--- config.mk ---
export PLATFORM = sky130hd
export DESIGN_NAME = s3e_fifo
export DESIGN_NICKNAME = d
export VERILOG_FILES = /design/src/s3e_fifo.sv
export SDC_FILE = /design/constraint.sdc
export NUM_CORES = 1
export LEC_CHECK = 0
export BUFFER_PORTS_ARGS = -buffer_cell sky130_fd_sc_hd__clkbuf_2
export CORE_MARGIN = 2
export CORE_UTILIZATION = 50
export CTS_CLUSTER_DIAMETER = 200
export DETAILED_ROUTE_END_ITERATION = 10
export MAX_ROUTING_LAYER = met4
export PLACE_DENSITY = 0.68
export SYNTH_ARGS = -nofsm -noshare
export SYNTH_HDL_FRONTEND = slang
export SYNTH_SLANG_ARGS = --single-unit
--- constraint.sdc ---
create_clock -name clk_i -period 2.1 [get_ports clk_i]
set_clock_uncertainty 0.2 [all_clocks]
set_input_delay 0.315 -clock clk_i [delete_from_list [all_inputs] [get_ports clk_i]]
set_output_delay 0.315 -clock clk_i [all_outputs]
set_load 0.01 [all_outputs]
--- src/s3e_fifo.sv ---
`timescale 1ns / 1ps
// ----------------------------------------------------------------------------
// s3e_fifo
// Short word queue between the classifying front and the solving back.
// ----------------------------------------------------------------------------
module s3e_fifo #(
  parameter int unsigned WIDTH = 8,
  parameter int unsigned DEPTH = 8
) (
  input  logic                       clk_i,
  input  logic                       rst_ni,
  input  logic                       push_i,
  input  logic [WIDTH-1:0]           wdata_i,
  input  logic                       pop_i,
  output logic [WIDTH-1:0]           rdata_o,
  output logic                       empty_o,
  output logic [$clog2(DEPTH+1)-1:0] count_o
);
  localparam int unsigned AW = $clog2(DEPTH);

  logic [WIDTH-1:0]           mem_q [DEPTH];
  logic [AW-1:0]              wptr_q, rptr_q;
  logic [$clog2(DEPTH+1)-1:0] cnt_q;

  // store incoming words
  always_ff @(posedge clk_i) begin
    if (push_i) begin
      mem_q[wptr_q] <= wdata_i;
    end
  end

  // advance pointers and fill level
  always_ff @(posedge clk_i or negedge rst_ni) begin
    if (!rst_ni) begin
      wptr_q <= '0;
      rptr_q <= '0;
      cnt_q  <= '0;
    end else begin
      if (push_i) wptr_q <= wptr_q + 1'b1;
      if (pop_i)  rptr_q <= rptr_q + 1'b1;
      if (push_i && !pop_i)      cnt_q <= cnt_q + 1'b1;
      else if (pop_i && !push_i) cnt_q <= cnt_q - 1'b1;
    end
  end

  assign rdata_o = mem_q[rptr_q];
  assign empty_o = (cnt_q == '0);
  assign count_o = cnt_q;

endmodule

Word-level counts from Yosys, hierarchy flattened

Memory sizes are Yosys's and may differ from the RTL's.
Cells that the tools add are included.
W data, S select, Z words.

Add/subtract/negate cells: 4
Divide/modulo/power cells: 0
$lt $le $gt $ge: 0
Multiplexer cells: 4
Bitwise gates (word level): 0
Multipliers: 0
Reduce and logical (&&, ||, !) cells: 6
Shift-type cells: 0
Equal/unequal tests: 0

Operator list:

| kind                  | number |
|---|---|
| $mux W4               | 2 |
| $add A3 B1 Y3 const B | 2 |
| $add A4 B1 Y4 const B | 1 |
| $logic_not A4 Y1      | 1 |
| $sub A4 B1 Y4 const B | 1 |
| $logic_and A1 B1 Y1   | 2 |
| $logic_not A1 Y1      | 2 |
| $mux W1               | 2 |
| $reduce_bool A2 Y1    | 1 |

Bits in read-only memories: 0
Memory bits (writable): 64
Bits in latches: 0
Flip-flop bits (word level): 10
Word-level logic and storage cells: 18
Memories: 1
Output and inout bits: 13

Memory list:

| memory | depth | width | read ports | clocked after memory_dff | write ports | RTL line | text |
|---|---|---|---|---|---|---|---|
| mem_q  | 8     | 8     | 1          | 0                        | 1           | 21       | `logic [WIDTH-1:0] mem_q [DEPTH];` |

Depth between registers and ports, before layout

Gate-level depths: netlist (run 1).

Word-level depth: 4
Depth in mapped cells: 7
Gate-level depth less buffers: 7

Worst setup path before layout (run 1)

No wires, ideal clock.

Path kind: input to register
Start point: in pop_i
End point: reg cnt_q[3] (netlist: count_o[3])
Buffers on the path: 0
Stages: 7
Data arrival time: 1.635 ns
Slack: 0.134 ns
Required time: 1.769 ns
Cell sequence: inv_1 > ha_1 > inv_1 > ha_1 > or4_1 > o211ai_1 > o211ai_1

Word-level cells in the longest chain between the ends: 3
Elaborated cells on any way between the ends: 5

RTL lines:

| element                                       | RTL line | text |
|---|---|---|
| from (decl)                                   | 14       | `input logic pop_i,` |
| $logic_not A1 Y1                              | 41       | `if (push_i && !pop_i) cnt_q <= cnt_q + 1'b1;` |
| $logic_and A1 B1 Y1                           | 41       |  |
| $mux W4 or $reduce_bool A2 Y1 (tied branches) | --       |  |
| to (signal assigned)                          | 41       |  |
| to (signal assigned)                          | 42       | `else if (pop_i && !push_i) cnt_q <= cnt_q - 1'b1;` |
| to (decl)                                     | 23       | `logic [$clog2(DEPTH+1)-1:0] cnt_q;` |

Several ways; a longest one is shown, not always the timed one.
A chain may end at the register's enable or synchronous reset.

Worst setup path in the final report (run 1)

Start point: reg rptr_q[0]
End point: out rdata_o[3]

Word-level cells in the longest chain between the ends: 1

RTL lines:

| element                | RTL line | text |
|---|---|---|
| from (decl)            | 22       | `logic [AW-1:0] wptr_q, rptr_q;` |
| from (signal assigned) | 40       | `if (pop_i) rptr_q <= rptr_q + 1'b1;` |
| $mem_v2 Z8 W8          | --       |  |
| to (decl)              | 15       | `output logic [WIDTH-1:0] rdata_o,` |

Every way passes these cells.

==> Implementation_results.wiki, run 1 <==
{| class="wikitable"
! Metric !! Value
|-
| Most common cell after layout, fill and taps aside || sky130_fd_sc_hd__edfxtp_1
|-
| Hold_ws || 0.0481 ns
|-
| Layout Cell Area excl Fill || 3640 µm²
|-
| Floorplan core area || 5920 µm²
|-
| Max capacitance violation total || 0
|-
| Root buffer selected by CTS || sky130_fd_sc_hd__clkbuf_8
|-
| Number of warnings printed during yosys synthesis || 0
|-
| Met1 GRT Util || 24.3%
|-
| Top Ports || 25
|-
| Hold violation count in the final report || 0
|-
| Leak pwr || 1.33 nW
|-
| GR Util met2 || 29.4%
|-
| Outcome || complete, but fails checks
|-
| Area Overhead vs Synth || 18.4%
|-
| Post-route minimum period || 2.35 ns
|-
| WL per Instance || 19.5 µm
|-
| Detailed-route vias per instance || 5.46
|-
| Longest individual stage delay on the worst path || 0.51 ns
|-
| Layout fillers || 450
|-
| Power density cells || 1380 nW/µm²
|-
| Maximum fanout along the worst path || 8
|-
| CTS buffer count || 9
|-
| Gate power share || 37.0%
|-
| Data required time at the worst endpoint || 1.58 ns
|-
| Clock Sinks || 74
|-
| Diode insertion count for antenna repair || 0
|-
| GRT Util Overall || 19.1%
|-
| Worst endpoint data arrival time || 1.84 ns
|-
| Violation count after the first detailed-routing iteration || 74
|-
| Count of unique library cells instantiated by Yosys || 27
|-
| DP Cell Count || 269
|-
| Cell type with the largest total area after synthesis || sky130_fd_sc_hd__edfxtp_1
|-
| Mapped cell area || 3070 µm²
|-
| Clock Path Buffers || 2
|-
| Number of instances in the synthesized netlist || 152
|-
| Remaining routing DRC violations || 0
|-
| Clock tree from TritonCTS || built
|-
| Final setup violation count || 8
|-
| DR vias || 1566
|-
| Pin count of the biggest net entering global routing || 19
|-
| Full die area || 6790 µm²
|-
| Initial standard-cell utilization of the core || 51.9%
|-
| Part of the power in registers || 42.4%
|-
| Fraction of met3 tracks used by global routing || 4.89%
|-
| Clk slew on worst S/H paths || 0.08 ns
|-
| Startpoint of the worst hold path || wdata_i[1]
|-
| Switching share of power || 29.9%
|-
| Number of antenna violations at the first check in global routing || 0
|-
| Fin nets || 225
|-
| Critical path class || reg2out
|-
| Maximum vdd drop || 0.000707 V
|-
| Unrepaired setup endpoints after global routing || true
|-
| Syn nets || 170
|-
| Minimum setup slack among reg-to-reg paths || 0.26 ns
|-
| Number of optimization iterations in the first detailed-route pass || 4
|-
| Final worst-path setup slack || -0.253 ns
|-
| Portion of total power attributed to the clock network || 20.6%
|-
| Power Internal || 3.51 mW
|-
| Cell chain of the critical path || buf_6, mux4_2, mux2_2, clkbuf_2
|-
| Horiz. Die Dim || 82.4 µm
|-
| Net Switching || 1.49 mW
|-
| Sequential-to-total area share from yosys stat || 70.7%
|-
| Share of Yosys cell area claimed by the top area cell type || 62.5%
|-
| Routability Congestion || 0.735
|-
| Slew at the pin closest to its max-slew limit || 0.616 ns
|-
| Number of slew-limit violations in the final report || 0
|-
| Element type at the critical path end || output pin
|-
| Global-route wire length before repair || 8550 µm
|-
| Max-slew headroom at the worst pin || 58.9%
|-
| Element type at the critical path start || register
|-
| Final sum of negative setup slack || -1.92 ns
|-
| Non-filler instance count after layout || 287
|-
| Hold Crit Class || in2reg
|-
| Cell types occupying the most area after synthesis || sky130_fd_sc_hd__edfxtp_1 63%, sky130_fd_sc_hd__mux4_1 14%, sky130_fd_sc_hd__dfrtp_1 8.1%, sky130_fd_sc_hd__mux2_2 4.0%, sky130_fd_sc_hd__ha_1 2.0%
|-
| Commonest cells after routing, fill and taps aside || 64 x sky130_fd_sc_hd__edfxtp_1, 21 x sky130_fd_sc_hd__buf_4, 19 x sky130_fd_sc_hd__clkbuf_2
|-
| CP max-delay cell || sky130_fd_sc_hd__mux4_2
|-
| Standard cell area after detailed placement || 3430 µm²
|-
| Synthesis-stage register bit count || 74
|-
| Final HPWL DP || 3720 µm
|-
| Post-Syn Area per Cell || 20.2 µm²
|-
| I/O Buffers || 24
|-
| Placement row count || 28
|-
| Later-pin clock latency in the skew report || 0.33 ns
|-
| Violations in the final reports || setup timing
|-
| Highest attainable clock frequency || 425 MHz
|-
| Total wirelength of the detailed-routed design || 5600 µm
|-
| Total gr overflow || 0
|-
| Worst setup path start || rptr_q[0]$_DFFE_PN0P_
|-
| Vias in the first global route || 1670
|-
| Most heavily used metal layer in global routing || met2
|-
| Period utilization || 112%
|-
| CTS H-tree depth || 3
|-
| Reg-to-reg critical path startpoint || count_o[2]$_DFFE_PN0P_
|-
| ANT nets after route || 0
|-
| Fraction of layout cells with a size suffix above 1 || 42.0%
|-
| Height of the chip || 82.4 µm
|}
[synthesized netlist by cell type]
cell	n
sky130_fd_sc_hd__or4_1	1
sky130_fd_sc_hd__nor2_1	6
sky130_fd_sc_hd__mux4_1	16
sky130_fd_sc_hd__nor4_1	1
sky130_fd_sc_hd__mux2i_1	1
sky130_fd_sc_hd__a21oi_1	2
sky130_fd_sc_hd__inv_1	2
sky130_fd_sc_hd__edfxtp_1	64
sky130_fd_sc_hd__fa_1	1
sky130_fd_sc_hd__clkbuf_1	3
sky130_fd_sc_hd__nand3_1	2
sky130_fd_sc_hd__buf_2	1
sky130_fd_sc_hd__xor2_1	2
sky130_fd_sc_hd__nor3_1	3
sky130_fd_sc_hd__or3_1	1
sky130_fd_sc_hd__xnor2_1	4
sky130_fd_sc_hd__ha_1	5
sky130_fd_sc_hd__nand2b_1	3
sky130_fd_sc_hd__o211ai_1	2
sky130_fd_sc_hd__buf_6	1
sky130_fd_sc_hd__o21ai_0	1
sky130_fd_sc_hd__nand3b_1	1
sky130_fd_sc_hd__dfrtp_1	10
sky130_fd_sc_hd__nand2_1	6
sky130_fd_sc_hd__a2111o_1	1
sky130_fd_sc_hd__buf_12	1
sky130_fd_sc_hd__mux2_2	11
[cell families (layout without fill, tap and decap cells)]
family	Yosys count	after routing	synth area share (%)
adder cells (fa/ha/maj)	6	6	2.69
AO/OA/AOI/OAI	6	6	1.34
multiplexers	28	28	18.0
XOR/XNOR	6	6	1.71
flip-flops	74	74	70.7
AND/OR/NAND/NOR	24	24	3.79
buffers and inverters	8	68	1.79
[critical path: cells and delay by family (launching register included)]
kind / cells / cell delay, ns
buffers and inverters: 2 / 0.32
multiplexers: 2 / 0.78
flip-flops: 1 / 0.41
[layout make-up]
type	count	area, µm²	share of cell area [%]
Clock inverter	5	55.1	1.51
Inverter	2	7.51	0.206
Sequential cell	74	2170	59.7
Tap cell	75	93.8	2.58
Timing Repair Buffer	50	373	10.2
Multi-Input combinational cell	70	806	22.1
Clock buffer	11	131	3.61
[registers in the layout, summed over array words and instances (netlist names)]
register and cells:
count_o 4, rptr_q 3, mem_q 64, wptr_q 3
[layer usage]
metal,wire length (µm),up-vias
li1,-,719
met1,2470,801
met2,2830,40
met3,227,6
met4,73,0
met5,0,-
[power by group through the flow]
stage                     logic [mW]  registers (mW)  clock network, mW
after global placement          1.55            2.10                  0
after global routing            2.01            2.15               1.11
final                           1.85            2.12               1.03
after detailed placement        1.60            2.13                  0
after CTS                       1.75            2.12               1.06
after floorplan                 1.09            2.05                  0
[timing repair]
action / CTS / global route
setup buffers: 1 / 0
hold buffers: 1 / 0
resized for setup: 23 / 11
hold endpoints to repair: 10 / 0
setup endpoints to repair: 8 / 8
[worst paths after layout]
check / end / cells past startpoint
setup / recovery: rdata_o[3] / 4
hold / removal: mem_q[6][1]$_DFFE_PP_ / 1
setup reg to reg: count_o[3]$_DFFE_PN0P_ / 4
hold reg to reg: count_o[2]$_DFFE_PN0P_ / 2
max in group asynchronous: rptr_q[1]$_DFFE_PN0P_ / 2
min in group asynchronous: count_o[0]$_DFFE_PN0P_ / 2
[metrics by stage]
step	total power [mW]	worst slack (ns)	utilization, %
floorplan	3.14	0.134	-
global placement	3.65	0.0761	58.0
detailed placement	3.73	-0.0185	58.0
CTS	4.93	-0.295	60.9
global route	5.27	-0.344	61.5
finish	5.00	-0.253	61.5
Power figures use the tool's default switching activity.
==> run 2, diff against run 1 <==
Settings changed: ABC_AREA set to 1, ABC_CLOCK_PERIOD_IN_PS set to 2100.
==> Implementation_results.wiki, run 2 <==
{| class="wikitable"
! Metric !! Value
|-
| Outcome || complete, but fails checks
|-
| Violations in the final reports || setup timing
|-
| Worst endpoint data arrival time || 1.60 ns (-0.24 ns)
|-
| Hold_ws || 0.0238 ns (-0.0243 ns)
|-
| Total power || 5.49 mW (+9.7%)
|-
| Number of flip-flops in the largest register || 64 (unchanged)
|-
| Leak pwr || 1.61 nW (+21%)
|-
| Diode insertion count for antenna repair || 0 (unchanged)
|-
| Clk slew on worst S/H paths || 0.08 ns (about the same)
|-
| Worst R2R End || count_o[3]$_DFFE_PN0P_
|-
| Most heavily used metal layer in global routing || met2
|-
| Count of unique library cells instantiated by Yosys || 21 (-22%)
|-
| Cells on Worst Hold Path || 2 (+1)
|-
| Full die area || 7070 µm² (+4.0%)
|-
| Clock Sinks || 74 (unchanged)
|-
| Hold Crit Class || in2reg
|-
| Met1 GRT Util || 24.8% (+0.53 points)
|-
| Final HPWL DP || 3790 µm (+1.9%)
|-
| ANT nets after route || 0 (unchanged)
|-
| Final worst-path setup slack || -0.0141 ns (+0.239 ns)
|-
| Cell chain of the critical path || buf_8, buf_8, o21ai_0, o21ai_1, nand2_1, nand2_1, buf_2
|-
| Number of instances in the synthesized netlist || 289 (+90%)
|-
| Critical path class || reg2out
|-
| DP Cell Count || 394 (+46%)
|-
| Violation count after the first detailed-routing iteration || 155 (+110%)
|-
| Worst Hold End || rptr_q[1]$_DFFE_PN0P_
|-
| GR Util met2 || 28.5% (-0.86 points)
|-
| Longest individual stage delay on the worst path || 0.45 ns (-0.06 ns)
|-
| Maximum fanout along the worst path || 8 (unchanged)
|-
| Syn nets || 307 (+81%)
|-
| GRT Util Overall || 19.0% (-0.046 points)
|-
| Reg with most FFs || mem_q
|-
| Fin nets || 358 (+59%)
|-
| Final setup violation count || 1 (-7)
|-
| I/O Buffers || 24 (unchanged)
|-
| CTS buffer count || 9 (unchanged)
|-
| Top post-synthesis cells by count || 114 x sky130_fd_sc_hd__nand2_1, 64 x sky130_fd_sc_hd__edfxtp_1, 25 x sky130_fd_sc_hd__nor2_1
|-
| Slew at the pin closest to its max-slew limit || 0.347 ns (-0.269 ns)
|-
| Highest attainable clock frequency || 473 MHz (+11%)
|-
| Period utilization || 101% (-11 points)
|-
| Clock Path Buffers || 2 (unchanged)
|-
| Sequential-to-total area share from yosys stat || 67.8% (-2.9 points)
|-
| Routability Congestion || 0.760 (+3.3%)
|-
| Total wirelength of the detailed-routed design || 6480 µm (+16%)
|-
| Max-slew headroom at the worst pin || 76.8% (+18 points)
|-
| Final sum of negative setup slack || -0.0141 ns (+1.90 ns)
|-
| Number of antenna violations at the first check in global routing || 0 (unchanged)
|-
| Placement row count || 29 (+3.6%)
|-
| Mapped cell area || 3200 µm² (+4.2%)
|-
| Clock tree from TritonCTS || built
|-
| Commonest cells after routing, fill and taps aside || 107 x sky130_fd_sc_hd__nand2_1, 64 x sky130_fd_sc_hd__edfxtp_1, 25 x sky130_fd_sc_hd__nor2_1
|-
| Horiz. Die Dim || 84.1 µm (+2.0%)
|-
| Element type at the critical path end || output pin
|-
| Number of slew-limit violations in the final report || 0 (unchanged)
|-
| Worst slack at placement || 0.167 ns (+0.185 ns)
|-
| Pin count of the biggest net entering global routing || 33 (+14)
|-
| Cell types occupying the most area after synthesis || sky130_fd_sc_hd__edfxtp_1 60%, sky130_fd_sc_hd__nand2_1 13%, sky130_fd_sc_hd__dfrtp_1 7.8%, sky130_fd_sc_hd__o21ai_0 3.0%, sky130_fd_sc_hd__nor2_1 2.9%
|-
| DR vias || 2146 (+37%)
|-
| Reg-to-reg critical path startpoint || count_o[2]$_DFFE_PN0P_
|-
| Fraction of met3 tracks used by global routing || 4.75% (-0.14 points)
|-
| Most common cell after layout, fill and taps aside || sky130_fd_sc_hd__nand2_1
|-
| CTS H-tree depth || 3 (unchanged)
|-
| Data required time at the worst endpoint || 1.58 ns (about the same)
|-
| WP buf/inv || 3 (+1)
|-
| Path length in cells of the critical path || 7 (+3)
|-
| Synthesis-stage register bit count || 74 (unchanged)
|-
| Detailed-route vias per instance || 5.09 (-6.8%)
|-
| Initial standard-cell utilization of the core || 51.0% (-0.88 points)
|-
| Asr flop ratio synth || 13.5% (unchanged)
|-
| Number of flops mapped to enable cells by yosys || 64 (unchanged)
|-
| Root buffer selected by CTS || sky130_fd_sc_hd__clkbuf_8
|-
| Maximum vdd drop || 0.000807 V (+14%)
|-
| Later-pin clock latency in the skew report || 0.35 ns (+0.02 ns)
|-
| Startpoint of the worst hold path || pop_i
|-
| Area Overhead vs Synth || 19.8%
|-
| Number of cell instances on the worst register-to-register path || 6 (+2)
|-
| Number of optimization iterations in the first detailed-route pass || 7 (+3)
|-
| Post-route minimum period || 2.11 ns (-0.239 ns)
|-
| Largest delay share family, worst path || flip-flops
|-
| Post-Syn Area per Cell || 11.1 µm² (-45%)
|-
| Element type at the critical path start || register
|-
| Height of the chip || 84.1 µm (+2.0%)
|-
| Power density cells || 1430 nW/µm² (+4.0%)
|-
| Share of Yosys cell area claimed by the top area cell type || 60.0% (-2.5 points)
|-
| Fraction of layout cells with a size suffix above 1 || 23.2% (-19 points)
|-
| Cell type with the largest total area after synthesis || sky130_fd_sc_hd__edfxtp_1
|-
| CP max-delay cell || sky130_fd_sc_hd__dfrtp_2
|-
| Minimum setup slack among reg-to-reg paths || 0.51 ns (+0.25 ns)
|-
| Max capacitance violation total || 0 (unchanged)
|-
| Total gr overflow || 0 (unchanged)
|-
| Unrepaired setup endpoints after global routing || true
|-
| Most frequently used cell type in the post-synthesis netlist || sky130_fd_sc_hd__nand2_1
|-
| Number of warnings printed during yosys synthesis || 0 (unchanged)
|-
| Vias in the first global route || 1966 (+18%)
|-
| Non-filler instance count after layout || 422 (+47%)
|-
| WL per Instance || 15.3 µm (-21%)
|-
| Global-route wire length before repair || 9870 µm (+15%)
|-
| Top Ports || 25 (unchanged)
|-
| Hold violation count in the final report || 0 (unchanged)
|-
| Remaining routing DRC violations || 0 (unchanged)
|-
| Floorplan core area || 6280 µm² (+6.0%)
|-
| Primary flip-flop cell chosen by synthesis mapping || sky130_fd_sc_hd__edfxtp_1
|}
run 2: kinds of logic after synthesis:
group	count (synthesis)	synth area share (%)
adder cells (fa/ha/maj)	6	2.58
XOR/XNOR	5	1.37
flip-flops	74	67.8
AO/OA/AOI/OAI	36	5.62
AND/OR/NAND/NOR	144	17.2
buffers and inverters	24	5.47
run 2: power breakdown:
part	internal, mW	switching [mW]	total, mW
logic	0.889	1.31	2.19
registers	1.82	0.146	1.97
clock network	0.796	0.528	1.32
run 2: cell type report:
class / instances / area (µm²)
timing repair inverter: 2 / 22.5
clock inverter: 6 / 113
multi-input combinational: 191 / 890
clock buffer: 10 / 128
fill: 509 / 2440
sequential: 74 / 2170
inverter: 13 / 62.6
timing repair buffer: 49 / 354
tap: 77 / 96.3
run 2: routing by layer:
| metal | vias to the layer above | part of all wire [%] |
|---|---|---|
| li1 | 1064 | - |
| met4 | 0 | 2.5 |
| met1 | 1012 | 47 |
| met5 | - | 0 |
| met3 | 14 | 4.0 |
| met2 | 56 | 46 |
run 2: through the flow:
stage | util [%] | cell area [µm²]
6_report | 61.2 | 3840
5_1_grt | 61.2 | 3840
4_1_cts | 58.8 | 3690
3_5_place_dp | 54.4 | 3420
3_3_place_gp | 54.4 | 3420
2_1_floorplan | - | 3200
run 2: worst max path at each step:
stage	slack [ns]	endpoint	from
after CTS	0.005	rdata_o[1]	rptr_q[0]$_DFFE_PN0P_
after global placement	0.20	count_o[3]$_DFFE_PN0P_	pop_i
final	-0.01	rdata_o[2]	rptr_q[0]$_DFFE_PN0P_
after global routing	-0.07	rdata_o[1]	rptr_q[0]$_DFFE_PN0P_
after floorplan	0.41	count_o[3]$_DFFE_PN0P_	pop_i
after detailed placement	0.17	count_o[3]$_DFFE_PN0P_	pop_i
run 2: what timing repair did:
action	CTS	global route
pin swaps	1	8
hold endpoints to repair	11	0
endpoints found under the setup margin	8	8
gates cloned	0	4
hold buffers	2	0
gates resized for setup	2	43
buffers inserted	2	4
run 2: worst register-to-register path, delay by kind of cell (launching register included):
kind / cells / cell delay [ns]
and+or+nand+nor: 5 / 0.51
DFF: 1 / 0.42
adders and majority gates: 1 / 0.36
